## config.mk

```make
export PLATFORM = sky130hd
export DESIGN_NAME = scan_disk_scheduler_unit
export DESIGN_NICKNAME = d
export VERILOG_FILES = /design/src/sv/sds_pkg.sv /design/src/sv/sds_req_queue.sv /design/src/sv/sds_sort_store.sv /design/src/sv/sds_service.sv /design/src/sv/scan_disk_scheduler_unit.sv
export SDC_FILE = /design/constraint.sdc
export NUM_CORES = 2
export LEC_CHECK = 0
export BUFFER_PORTS_ARGS = -buffer_cell sky130_fd_sc_hd__buf_2
export CAP_MARGIN = 5
export CORE_UTILIZATION = 45
export DETAILED_ROUTE_END_ITERATION = 8
export PLACE_DENSITY = 0.74
export SETUP_SLACK_MARGIN = 0.02
export SLEW_MARGIN = 5
export SYNTH_ARGS = -nofsm -noshare
export SYNTH_HDL_FRONTEND = slang
export SYNTH_SLANG_ARGS = --single-unit
```

## constraint.sdc

```tcl
create_clock -name clk -period 7.25 [get_ports clk]
set_input_delay 1.0875 -clock clk [delete_from_list [all_inputs] [get_ports clk]]
set_output_delay 1.0875 -clock clk [all_outputs]
set_load 0.01 [all_outputs]
```

## src/sv/sds_pkg.sv

```systemverilog
`default_nettype none
// ----------------------------------------------------------------------------
// SCAN disk scheduler package
// Shared widths, configuration register codes and interface structs.
// ----------------------------------------------------------------------------
package sds_pkg;

  localparam int MAX_REQUESTS = 32;
  localparam int CYL_W        = 16;
  localparam int SEEK_W       = 18;
  localparam int DISK_W       = 17;
  localparam int CNT_W        = $clog2(MAX_REQUESTS + 1);
  localparam int IDX_W        = (MAX_REQUESTS > 1) ? $clog2(MAX_REQUESTS) : 1;
  localparam int RUN_W        = $clog2(MAX_REQUESTS + 2);

  localparam int IN_TDATA_W   = ((CYL_W + 7) / 8) * 8;
  localparam int OUT_TDATA_W  = ((CYL_W + SEEK_W + 7) / 8) * 8;

  // Request queue between the front and the back; depth is a power of two.
  localparam int QUEUE_DEPTH  = 2;
  localparam int QPTR_W       = $clog2(QUEUE_DEPTH);
  localparam int QCNT_W       = $clog2(QUEUE_DEPTH + 1);

  localparam logic [SEEK_W-1:0] SEEK_MAX = {SEEK_W{1'b1}};

  localparam int CFG_IDX_W  = 2;
  localparam int CFG_DATA_W = DISK_W;
  localparam logic [CFG_IDX_W-1:0] CFG_START_HEAD = 2'd0;
  localparam logic [CFG_IDX_W-1:0] CFG_DISK_CYL   = 2'd1;
  localparam logic [CFG_IDX_W-1:0] CFG_SWEEP_UP   = 2'd2;

  typedef struct packed {
    logic [CYL_W-1:0] cylinder;
    logic             last;
  } req_t;

  typedef struct packed {
    logic             ins_en;
    logic [CYL_W-1:0] ins_cyl;
    logic             clear;
    logic [IDX_W-1:0] rd_addr;
  } store_ctl_t;

  typedef struct packed {
    logic [CNT_W-1:0] count;
    logic             overflow;
  } store_sts_t;

endpackage
`default_nettype wire

```

## src/sv/sds_req_queue.sv

```systemverilog
`default_nettype none
// ----------------------------------------------------------------------------
// SCAN disk scheduler request queue
// Front end: accepts request transactions, unpacks them and buffers them.
// ----------------------------------------------------------------------------
module sds_req_queue
  import sds_pkg::*;
(
  input  wire logic                  clk,
  input  wire logic                  rst_n,
  input  wire logic                  in_tvalid,
  output logic                       in_tready,
  input  wire logic [IN_TDATA_W-1:0] in_tdata,   // [15:0] cylinder
  input  wire logic                  in_tlast,   // last_request
  output logic                       q_valid,
  input  wire logic                  q_pop,
  output req_t                       q_req
);

  req_t              mem_r [QUEUE_DEPTH];
  logic [QPTR_W-1:0] wr_ptr_r, wr_ptr_nxt;
  logic [QPTR_W-1:0] rd_ptr_r, rd_ptr_nxt;
  logic [QCNT_W-1:0] used_r, used_nxt;
  logic              push, pop;

  assign in_tready = (used_r != QCNT_W'(QUEUE_DEPTH));
  assign q_valid   = (used_r != '0);
  assign q_req     = mem_r[rd_ptr_r];
  assign push      = in_tvalid && in_tready;
  assign pop       = q_pop && q_valid;

  always_comb begin
    wr_ptr_nxt = push ? wr_ptr_r + 1'b1 : wr_ptr_r;
    rd_ptr_nxt = pop ? rd_ptr_r + 1'b1 : rd_ptr_r;
    used_nxt   = used_r;
    if (push && !pop) begin
      used_nxt = used_r + 1'b1;
    end else if (pop && !push) begin
      used_nxt = used_r - 1'b1;
    end
  end

  always_ff @(posedge clk) begin
    if (push) begin
      mem_r[wr_ptr_r] <= '{cylinder: in_tdata[CYL_W-1:0], last: in_tlast};
    end
  end

  always_ff @(posedge clk) begin
    if (!rst_n) begin
      wr_ptr_r <= '0;
      rd_ptr_r <= '0;
      used_r   <= '0;
    end else begin
      wr_ptr_r <= wr_ptr_nxt;
      rd_ptr_r <= rd_ptr_nxt;
      used_r   <= used_nxt;
    end
  end

`ifndef SYNTHESIS
  a_queue_bound: assert property (@(posedge clk) disable iff (!rst_n)
    used_r <= QCNT_W'(QUEUE_DEPTH))
    else $error("request queue occupancy above its depth");
`endif

endmodule
`default_nettype wire

```

## src/sv/sds_sort_store.sv

```systemverilog
`default_nettype none
// ----------------------------------------------------------------------------
// SCAN disk scheduler sorted store
// Row of insertion cells that keeps the batch in ascending order.
// ----------------------------------------------------------------------------
module sds_sort_store
  import sds_pkg::*;
(
  input  wire logic             clk,
  input  wire logic             rst_n,
  input  wire store_ctl_t       ctl,
  output store_sts_t            sts,
  output logic [CYL_W-1:0]      rd_data
);

  logic [CYL_W-1:0]        store_r   [MAX_REQUESTS];
  logic [CYL_W-1:0]        store_nxt [MAX_REQUESTS];
  logic [MAX_REQUESTS-1:0] gt;
  logic [CNT_W-1:0]        count_r, count_nxt;
  logic                    ovf_r, ovf_nxt;
  logic                    room;

  assign room    = (count_r < CNT_W'(MAX_REQUESTS));
  assign rd_data = store_r[ctl.rd_addr];
  assign sts     = '{count: count_r, overflow: ovf_r};

  // Each cell compares its entry with the new request. A cell whose lower neighbor
  // holds a larger value takes that neighbor's entry; else the first larger cell,
  // or the cell at the fill count if none is larger, takes the request.
  always_comb begin
    for (int k = 0; k < MAX_REQUESTS; k++) begin
      gt[k] = (CNT_W'(k) < count_r) && (store_r[k] > ctl.ins_cyl);
    end
    for (int k = 0; k < MAX_REQUESTS; k++) begin
      if (k > 0 && gt[(k > 0) ? k - 1 : 0]) begin
        store_nxt[k] = store_r[(k > 0) ? k - 1 : 0];
      end else if (gt[k] || CNT_W'(k) == count_r) begin
        store_nxt[k] = ctl.ins_cyl;
      end else begin
        store_nxt[k] = store_r[k];
      end
    end
  end

  always_comb begin
    count_nxt = count_r;
    ovf_nxt   = ovf_r;
    if (ctl.clear) begin
      count_nxt = '0;
      ovf_nxt   = 1'b0;
    end else if (ctl.ins_en) begin
      if (room) begin
        count_nxt = count_r + 1'b1;
      end else begin
        ovf_nxt = 1'b1;
      end
    end
  end

  always_ff @(posedge clk) begin
    if (ctl.ins_en && room) begin
      store_r <= store_nxt;
    end
  end

  always_ff @(posedge clk) begin
    if (!rst_n) begin
      count_r <= '0;
      ovf_r   <= 1'b0;
    end else begin
      count_r <= count_nxt;
      ovf_r   <= ovf_nxt;
    end
  end

`ifndef SYNTHESIS
  a_count_bound: assert property (@(posedge clk) disable iff (!rst_n)
    count_r <= CNT_W'(MAX_REQUESTS))
    else $error("sorted store fill count above capacity");
`endif

endmodule
`default_nettype wire

```

## src/sv/sds_service.sv

```systemverilog
`default_nettype none
// ----------------------------------------------------------------------------
// SCAN disk scheduler service sequencer
// Back end: loads requests, finds the sweep split and emits the visit order.
// ----------------------------------------------------------------------------
module sds_service
  import sds_pkg::*;
(
  input  wire logic                   clk,
  input  wire logic                   rst_n,
  input  wire logic                   q_valid,
  input  wire req_t                   q_req,
  output logic                        q_pop,
  output store_ctl_t                  ctl,
  input  wire store_sts_t             sts,
  input  wire logic [CYL_W-1:0]       rd_data,
  input  wire logic [CYL_W-1:0]       start_head,
  input  wire logic [CYL_W-1:0]       far_end,
  input  wire logic                   sweep_up,
  output logic                        out_tvalid,
  input  wire logic                   out_tready,
  output logic [OUT_TDATA_W-1:0]      out_tdata,
  output logic                        out_tlast,
  output logic                        out_tuser
);

  typedef enum logic [1:0] {ST_LOAD, ST_PREP, ST_SEARCH, ST_SERVE} state_t;

  state_t            state_r, state_nxt;
  logic [CNT_W-1:0]  lo_r, lo_nxt, hi_r, hi_nxt;
  logic [CNT_W-1:0]  split_r, split_nxt, idx_r, idx_nxt;
  logic              phase_b_r, phase_b_nxt;
  logic [RUN_W-1:0]  remain_r, remain_nxt;
  logic [CYL_W-1:0]  head_r, head_nxt;
  logic [SEEK_W-1:0] seek_r, seek_nxt;
  logic              out_valid_r, out_valid_nxt;
  logic [CYL_W-1:0]  out_pos_r, out_pos_nxt;
  logic [SEEK_W-1:0] out_seek_r, out_seek_nxt;
  logic              out_last_r, out_last_nxt;
  logic              out_drop_r, out_drop_nxt;

  logic [CNT_W:0]    mid_sum;
  logic [CNT_W-1:0]  mid, idx_dec;
  logic              asc, has, walk, slot_free;
  logic [CYL_W-1:0]  emit_pos, move_len;
  logic [SEEK_W:0]   seek_sum;

  assign mid_sum   = {1'b0, lo_r} + {1'b0, hi_r};
  assign mid       = mid_sum[CNT_W:1];
  assign idx_dec   = idx_r - 1'b1;
  // Ascending walks: the first leg when sweeping up, the second when down.
  assign asc       = phase_b_r ^ sweep_up;
  assign has       = asc ? (idx_r < sts.count) : (idx_r != '0);
  assign walk      = phase_b_r || has;
  assign emit_pos  = walk ? rd_data : (sweep_up ? far_end : '0);
  assign move_len  = (emit_pos > head_r) ? emit_pos - head_r : head_r - emit_pos;
  assign seek_sum  = {1'b0, seek_r} + (SEEK_W + 1)'(move_len);
  assign slot_free = !out_valid_r || out_tready;

  assign out_tvalid = out_valid_r;
  assign out_tdata  = OUT_TDATA_W'({out_seek_r, out_pos_r});
  assign out_tlast  = out_last_r;
  assign out_tuser  = out_drop_r;

  always_comb begin
    state_nxt     = state_r;
    lo_nxt        = lo_r;
    hi_nxt        = hi_r;
    split_nxt     = split_r;
    idx_nxt       = idx_r;
    phase_b_nxt   = phase_b_r;
    remain_nxt    = remain_r;
    head_nxt      = head_r;
    seek_nxt      = seek_r;
    out_valid_nxt = out_valid_r && !out_tready;
    out_pos_nxt   = out_pos_r;
    out_seek_nxt  = out_seek_r;
    out_last_nxt  = out_last_r;
    out_drop_nxt  = out_drop_r;
    q_pop         = 1'b0;
    ctl           = '{ins_en: 1'b0, ins_cyl: q_req.cylinder, clear: 1'b0,
                      rd_addr: '0};

    unique case (state_r)
      ST_LOAD: begin
        q_pop      = q_valid;
        ctl.ins_en = q_valid;
        if (q_valid && q_req.last) begin
          state_nxt = ST_PREP;
        end
      end
      ST_PREP: begin
        lo_nxt    = '0;
        hi_nxt    = sts.count;
        state_nxt = ST_SEARCH;
      end
      ST_SEARCH: begin
        // Binary search for the first entry strictly above the head.
        ctl.rd_addr = mid[IDX_W-1:0];
        if (lo_r < hi_r) begin
          if (rd_data > start_head) begin
            hi_nxt = mid;
          end else begin
            lo_nxt = mid + 1'b1;
          end
        end else begin
          split_nxt   = lo_r;
          idx_nxt     = lo_r;
          phase_b_nxt = 1'b0;
          remain_nxt  = RUN_W'(sts.count) + 1'b1;
          head_nxt    = start_head;
          seek_nxt    = '0;
          state_nxt   = ST_SERVE;
        end
      end
      ST_SERVE: begin
        ctl.rd_addr = asc ? idx_r[IDX_W-1:0] : idx_dec[IDX_W-1:0];
        if (slot_free) begin
          out_valid_nxt = 1'b1;
          out_pos_nxt   = emit_pos;
          seek_nxt      = (seek_sum > (SEEK_W + 1)'(SEEK_MAX)) ? SEEK_MAX
                                                              : seek_sum[SEEK_W-1:0];
          out_seek_nxt  = seek_nxt;
          out_last_nxt  = (remain_r == RUN_W'(1));
          out_drop_nxt  = sts.overflow;
          head_nxt      = emit_pos;
          remain_nxt    = remain_r - 1'b1;
          if (walk) begin
            idx_nxt = asc ? idx_r + 1'b1 : idx_dec;
          end else begin
            phase_b_nxt = 1'b1;
            idx_nxt     = split_r;
          end
          if (remain_r == RUN_W'(1)) begin
            ctl.clear = 1'b1;
            state_nxt = ST_LOAD;
          end
        end
      end
      default: state_nxt = ST_LOAD;
    endcase
  end

  always_ff @(posedge clk) begin
    if (!rst_n) begin
      state_r     <= ST_LOAD;
      out_valid_r <= 1'b0;
    end else begin
      state_r     <= state_nxt;
      out_valid_r <= out_valid_nxt;
    end
    lo_r       <= lo_nxt;
    hi_r       <= hi_nxt;
    split_r    <= split_nxt;
    idx_r      <= idx_nxt;
    phase_b_r  <= phase_b_nxt;
    remain_r   <= remain_nxt;
    head_r     <= head_nxt;
    seek_r     <= seek_nxt;
    out_pos_r  <= out_pos_nxt;
    out_seek_r <= out_seek_nxt;
    out_last_r <= out_last_nxt;
    out_drop_r <= out_drop_nxt;
  end

`ifndef SYNTHESIS
  a_search_order: assert property (@(posedge clk) disable iff (!rst_n)
    (state_r == ST_SEARCH) |-> (lo_r <= hi_r))
    else $error("split search bounds crossed");
  a_emit_in_serve: assert property (@(posedge clk) disable iff (!rst_n)
    (out_valid_nxt && !(out_valid_r && !out_tready)) |-> (state_r == ST_SERVE))
    else $error("result issued outside service");
`endif

endmodule
`default_nettype wire

```

## src/sv/scan_disk_scheduler_unit.sv

```systemverilog
`default_nettype none
// Loading: one request per cycle while the queue has room; each request enters the insertion row.
// Service: after the last request, a prep state and a binary split search of the sorted store,
// then count+1 results at one per cycle through the output register while out_tready allows.
// Throughput of the service is set by the single read port of the sorted store.
// Reset (rst_n, synchronous, active low) empties the batch and the queue and restores
// start_head = 0, disk_cylinders = 65536 and sweep_up_first = 1; store contents are not cleared.
// ----------------------------------------------------------------------------
// SCAN disk scheduler
// Sorts a batch of cylinder requests and serves it in elevator order.
// ----------------------------------------------------------------------------
module scan_disk_scheduler_unit
  import sds_pkg::*;
(
  input  wire logic                   clk,
  input  wire logic                   rst_n,
  // Request channel.
  input  wire logic                   in_tvalid,
  output logic                        in_tready,
  input  wire logic [IN_TDATA_W-1:0]  in_tdata,   // [15:0] cylinder
  input  wire logic                   in_tlast,   // last_request
  // Result channel.
  output logic                        out_tvalid,
  input  wire logic                   out_tready,
  output logic [OUT_TDATA_W-1:0]      out_tdata,  // [15:0] position, [33:16] seek_total
  output logic                        out_tlast,  // end_of_run
  output logic                        out_tuser,  // dropped
  // Configuration write channel.
  input  wire logic                   cfg_valid,
  output logic                        cfg_ready,
  input  wire logic [CFG_IDX_W-1:0]   cfg_index,
  input  wire logic [CFG_DATA_W-1:0]  cfg_data
);

  logic [CYL_W-1:0]  start_head_r, start_head_nxt;
  logic [DISK_W-1:0] disk_cyl_r, disk_cyl_nxt;
  logic              sweep_up_r, sweep_up_nxt;
  logic [CYL_W-1:0]  far_end;
  logic              cfg_write;

  logic       q_valid, q_pop;
  req_t       q_req;
  store_ctl_t ctl;
  store_sts_t sts;
  logic [CYL_W-1:0] rd_data;

  // Configuration is always accepted; an index past the list is ignored.
  assign cfg_ready = 1'b1;
  assign cfg_write = cfg_valid && cfg_ready;

  always_comb begin
    start_head_nxt = start_head_r;
    disk_cyl_nxt   = disk_cyl_r;
    sweep_up_nxt   = sweep_up_r;
    if (cfg_write) begin
      unique case (cfg_index)
        CFG_START_HEAD: start_head_nxt = cfg_data[CYL_W-1:0];
        CFG_DISK_CYL:   disk_cyl_nxt   = cfg_data[DISK_W-1:0];
        CFG_SWEEP_UP:   sweep_up_nxt   = cfg_data[0];
        default:        ;
      endcase
    end
  end

  always_ff @(posedge clk) begin
    if (!rst_n) begin
      start_head_r <= '0;
      disk_cyl_r   <= DISK_W'(1) << CYL_W;
      sweep_up_r   <= 1'b1;
    end else begin
      start_head_r <= start_head_nxt;
      disk_cyl_r   <= disk_cyl_nxt;
      sweep_up_r   <= sweep_up_nxt;
    end
  end

  // The far end is one below the cylinder count; a count of zero turns at
  // cylinder zero, and a count past the position range turns at its top.
  always_comb begin
    if (disk_cyl_r == '0) begin
      far_end = '0;
    end else if (disk_cyl_r[DISK_W-1]) begin
      far_end = '1;
    end else begin
      far_end = disk_cyl_r[CYL_W-1:0] - 1'b1;
    end
  end

  // Front end: request queue.
  sds_req_queue u_queue (
    .clk       (clk),
    .rst_n     (rst_n),
    .in_tvalid (in_tvalid),
    .in_tready (in_tready),
    .in_tdata  (in_tdata),
    .in_tlast  (in_tlast),
    .q_valid   (q_valid),
    .q_pop     (q_pop),
    .q_req     (q_req)
  );

  // Sorted batch of requests.
  sds_sort_store u_store (
    .clk     (clk),
    .rst_n   (rst_n),
    .ctl     (ctl),
    .sts     (sts),
    .rd_data (rd_data)
  );

  // Back end: loading, split search and the elevator walk.
  sds_service u_service (
    .clk        (clk),
    .rst_n      (rst_n),
    .q_valid    (q_valid),
    .q_req      (q_req),
    .q_pop      (q_pop),
    .ctl        (ctl),
    .sts        (sts),
    .rd_data    (rd_data),
    .start_head (start_head_r),
    .far_end    (far_end),
    .sweep_up   (sweep_up_r),
    .out_tvalid (out_tvalid),
    .out_tready (out_tready),
    .out_tdata  (out_tdata),
    .out_tlast  (out_tlast),
    .out_tuser  (out_tuser)
  );

endmodule
`default_nettype wire
```

==> results.md <==
* Clock skew at 0.0398 ns
* Clock Latency Late Sink at ~0.7 ns
* Sw Share at 41.3%
* Area contributors post-synth: edfxtp_1, ha_1, mux2_2, nand2_1, a21oi_1
* Clock buffer count from CTS at 80
* Max cap viols at 0
* Final WS setup at -0.144 ns
* Clock sink count at 696
* Reg power frac at 20.4%
* Final global-route overflow total at 0
* Area share of the largest cell type after synthesis at 39.8%
* Most frequent cell after synthesis: edfxtp_1
* Unique masters post-synth at 80
* Synth Instances at 4648
* Min cycle time layout at between 7 and 8 ns
* Worst-case clock buffer depth at 3
* Post-synth top flop: edfxtp_1
* Area growth, synth to finish at 20.0%
* Setup Viol. Count Final at 32
* DRT iter0 DRCs at between 4k and 5k
* Yosys reg bits at 696
* GP Congestion at 1.03
* Req. time, crit path at 7.68 ns
* EDFF count, synth at 647
* Maximum clock frequency at roughly 140 MHz
* Netlist Area Pre-Place at 0.0488 sq mm
* Critical-path maximum fanout at 7
* Peak supply drop at 0.470 mV
* Clk slew on worst S/H paths at 0.05 ns
* Final period utilization at 102%
* Post-Place Cell Area at 0.0538 sq mm
* Element type at the critical path start: flip-flop
* Final hold vios at 0
* I/O Pins at 86
* Die area at 0.110 sq mm
* DR vias/cell at 6.45
* Cts hold-fix bufs at 0
* # DRC at 0
* Power share of the clock group at 16.0%
* Initial core utilization at 45.5%
* Die height at approximately 330 microns
* Status: finished, violations left
* Die Wd at 331 microns
* Worst setup EP type: flip-flop
* Unrepaired setup endpoints after global routing: true
* Initial antenna violation count at 8
* Largest stage delay, worst path at 0.41 ns
* Pin count of the biggest net entering global routing at 48
* HP Class: flip-flop to flip-flop
* Placed Instances at 6349
* Setup TNS at -3.22 ns
* DP Worst Slack at -0.599 ns
* H-tree depth at 3
* GR Util All Layers at 33.1%
* Leak at 23.8 nW
* Root Driver: clkbuf_16
* Worst EP arrival at 7.83 ns
* CORE AREA at 0.107 sq mm
* Synth cell count leaders: edfxtp_1, ha_1, nand2_1, mux2_2, a21oi_1
* Slowest cell on crit path: edfxtp_1
* Power Total at 26.6 mW
* Combinational share of power at 63.5%
* Post-route ant nets at 0
* Cell Rows at 120
* Internal power at 15.6 mW
* WHS at about 0.44 ns
* Slew Limit Fails at 0
* WS Path Type: flip-flop to flip-flop
* First-pass GRT wire length at ~270 mm
* Via count at 42.5k
* Top cell type by total area after synthesis: edfxtp_1
* Vias in the first global route at between 40k and 50k
* Worst-Margin Slew at 1.12 ns
* Seq/Total Area, Yosys at between 40% and 50%
* CTS tree: yes
* Drt total wl at ~190 mm
* Layout Cells excl Fill at 6600
* Syn Area/Cell at about 11 sq um
* Worst path most repeated cell: buf_4
* Failing checks: negative setup slack
* Power density cells at 454 mW/mm^2
* Port Buffers at 78
* Nets at ~5.8k
* DR pass1 iterations at 8
* HPWL Detailed at about 130 mm
* Psw at ~11 mW
* Async S/R FF share, synth at 0%
* Final core occ at 54.6%
* Design area at 0.0586 sq mm
* YS warnings at 0
* Share of cells above drive strength 1 at 26.9%
* Wire length per cell at 28.3 microns
* Slew headroom at 25.3%
* FF-to-FF setup slack at -0.14 ns
-- what timing repair did --
item	4_1_cts	5_1_grt
resized for setup	132	85
endpoints found under the setup margin	36	37
buffers inserted	82	20
cloned	8	0
pin swaps	65	59
-- worst paths after layout --
check	start	to	cells past startpoint
setup / recovery	u_service.lo_r[1]$_SDFFCE_PN0P_	u_service.seek_r[16]$_SDFFCE_PP0P_	33
setup reg to reg	u_service.lo_r[1]$_SDFFCE_PN0P_	u_service.seek_r[16]$_SDFFCE_PP0P_	33
hold reg to reg	u_store.ovf_r$_SDFFE_PP0P_	u_service.out_tuser$_DFFE_PP_	0
hold / removal	u_store.ovf_r$_SDFFE_PP0P_	u_service.out_tuser$_DFFE_PP_	0
-- final cells by class --
type / instances / area (sq um)
tap: 1403 / 1760
sequential: 696 / 20400
inverter: 135 / 507
clock inverter: 47 / 551
timing repair buffer: 649 / 5290
fill: 9174 / 48700
antenna: 4 / 10.0
clock buffer: 100 / 2170
multi-input combinational: 3566 / 27900
-- placed cells by master (no fill, tap or decap), drive strengths merged, types with 23 or more instances in the layout --
cell and n:
edfxtp 647, buf 646, ha 590, nand2 535, mux2 442, a21oi 311
nor2 279, o21ai 152, a21o 145, inv 138, a211oi 111, and3 109
nand4 108, clkbuf 100, a31oi 88, nand3 75, nor2b 53, dfxtp 49
nor3 46, a21boi 45, o21a 43, nand2b 40, and2 38, xnor2 37
a311oi 34, clkinv 32, xor2 31, o211ai 28, mux2i 23
-- flip-flops by register name, indices dropped and copies added (netlist names), 2 cells and up, named ones only --
register and count:
u_store.store_r 512, u_queue.mem_r 34, u_service.out_seek_r 18, u_service.seek_r 18, disk_cyl_r 17, start_head_r 16, u_service.head_r 16, u_service.out_pos_r 16
u_service.hi_r 6, u_service.idx_r 6, u_service.lo_r 6, u_service.remain_r 6, u_service.split_r 6, u_store.count_r 6, u_queue.used_r 2, u_service.state_r 2
-- power groups by stage --
stage	clock [mW]	sequential (mW)	combinational [mW]
after floorplan	0	5.41	8.02
after global placement	0	5.50	14.1
after detailed placement	0	5.51	14.4
after CTS	4.29	5.43	15.6
after global routing	4.43	5.45	18.1
final	4.27	5.44	16.9
-- routing by layer --
layer  wire [microns]  vias to the layer above  part of all wire [%]  GRT usage, %
li1                 -                    18600                     -             -
met1            69300                    20500                    37          39.6
met2            84400                     2667                    45          53.2
met3            17500                      818                   9.4          6.41
met4            15600                        2                   8.4          24.4
met5                8                        -                0.0043             0
-- critical path: cells and delay by family, from the launching register on --
kind / cells / cell delay (ns)
muxes: 2 / 0.60
and+or+nand+nor: 5 / 0.93
buffers and inverters: 7 / 0.91
adders and majority gates: 4 / 1.31
DFF: 1 / 0.41
AOI/OAI and AO/OA: 13 / 2.64
xor gates and xnor gates: 2 / 0.31
-- logic make-up (layout without fill, tap and decap cells) --
family,Yosys count,after routing,synth area share [%]
xor+xnor,68,68,1.23
flops,696,696,41.8
simple gates,1322,1325,12.5
mux,465,465,10.7
buf+inv,394,931,3.39
compound gates,1107,1107,15.1
fa+ha+maj,594,594,15.3
other cells,2,11,0.0154
No activity file was read; power rests on OpenSTA's default activity.
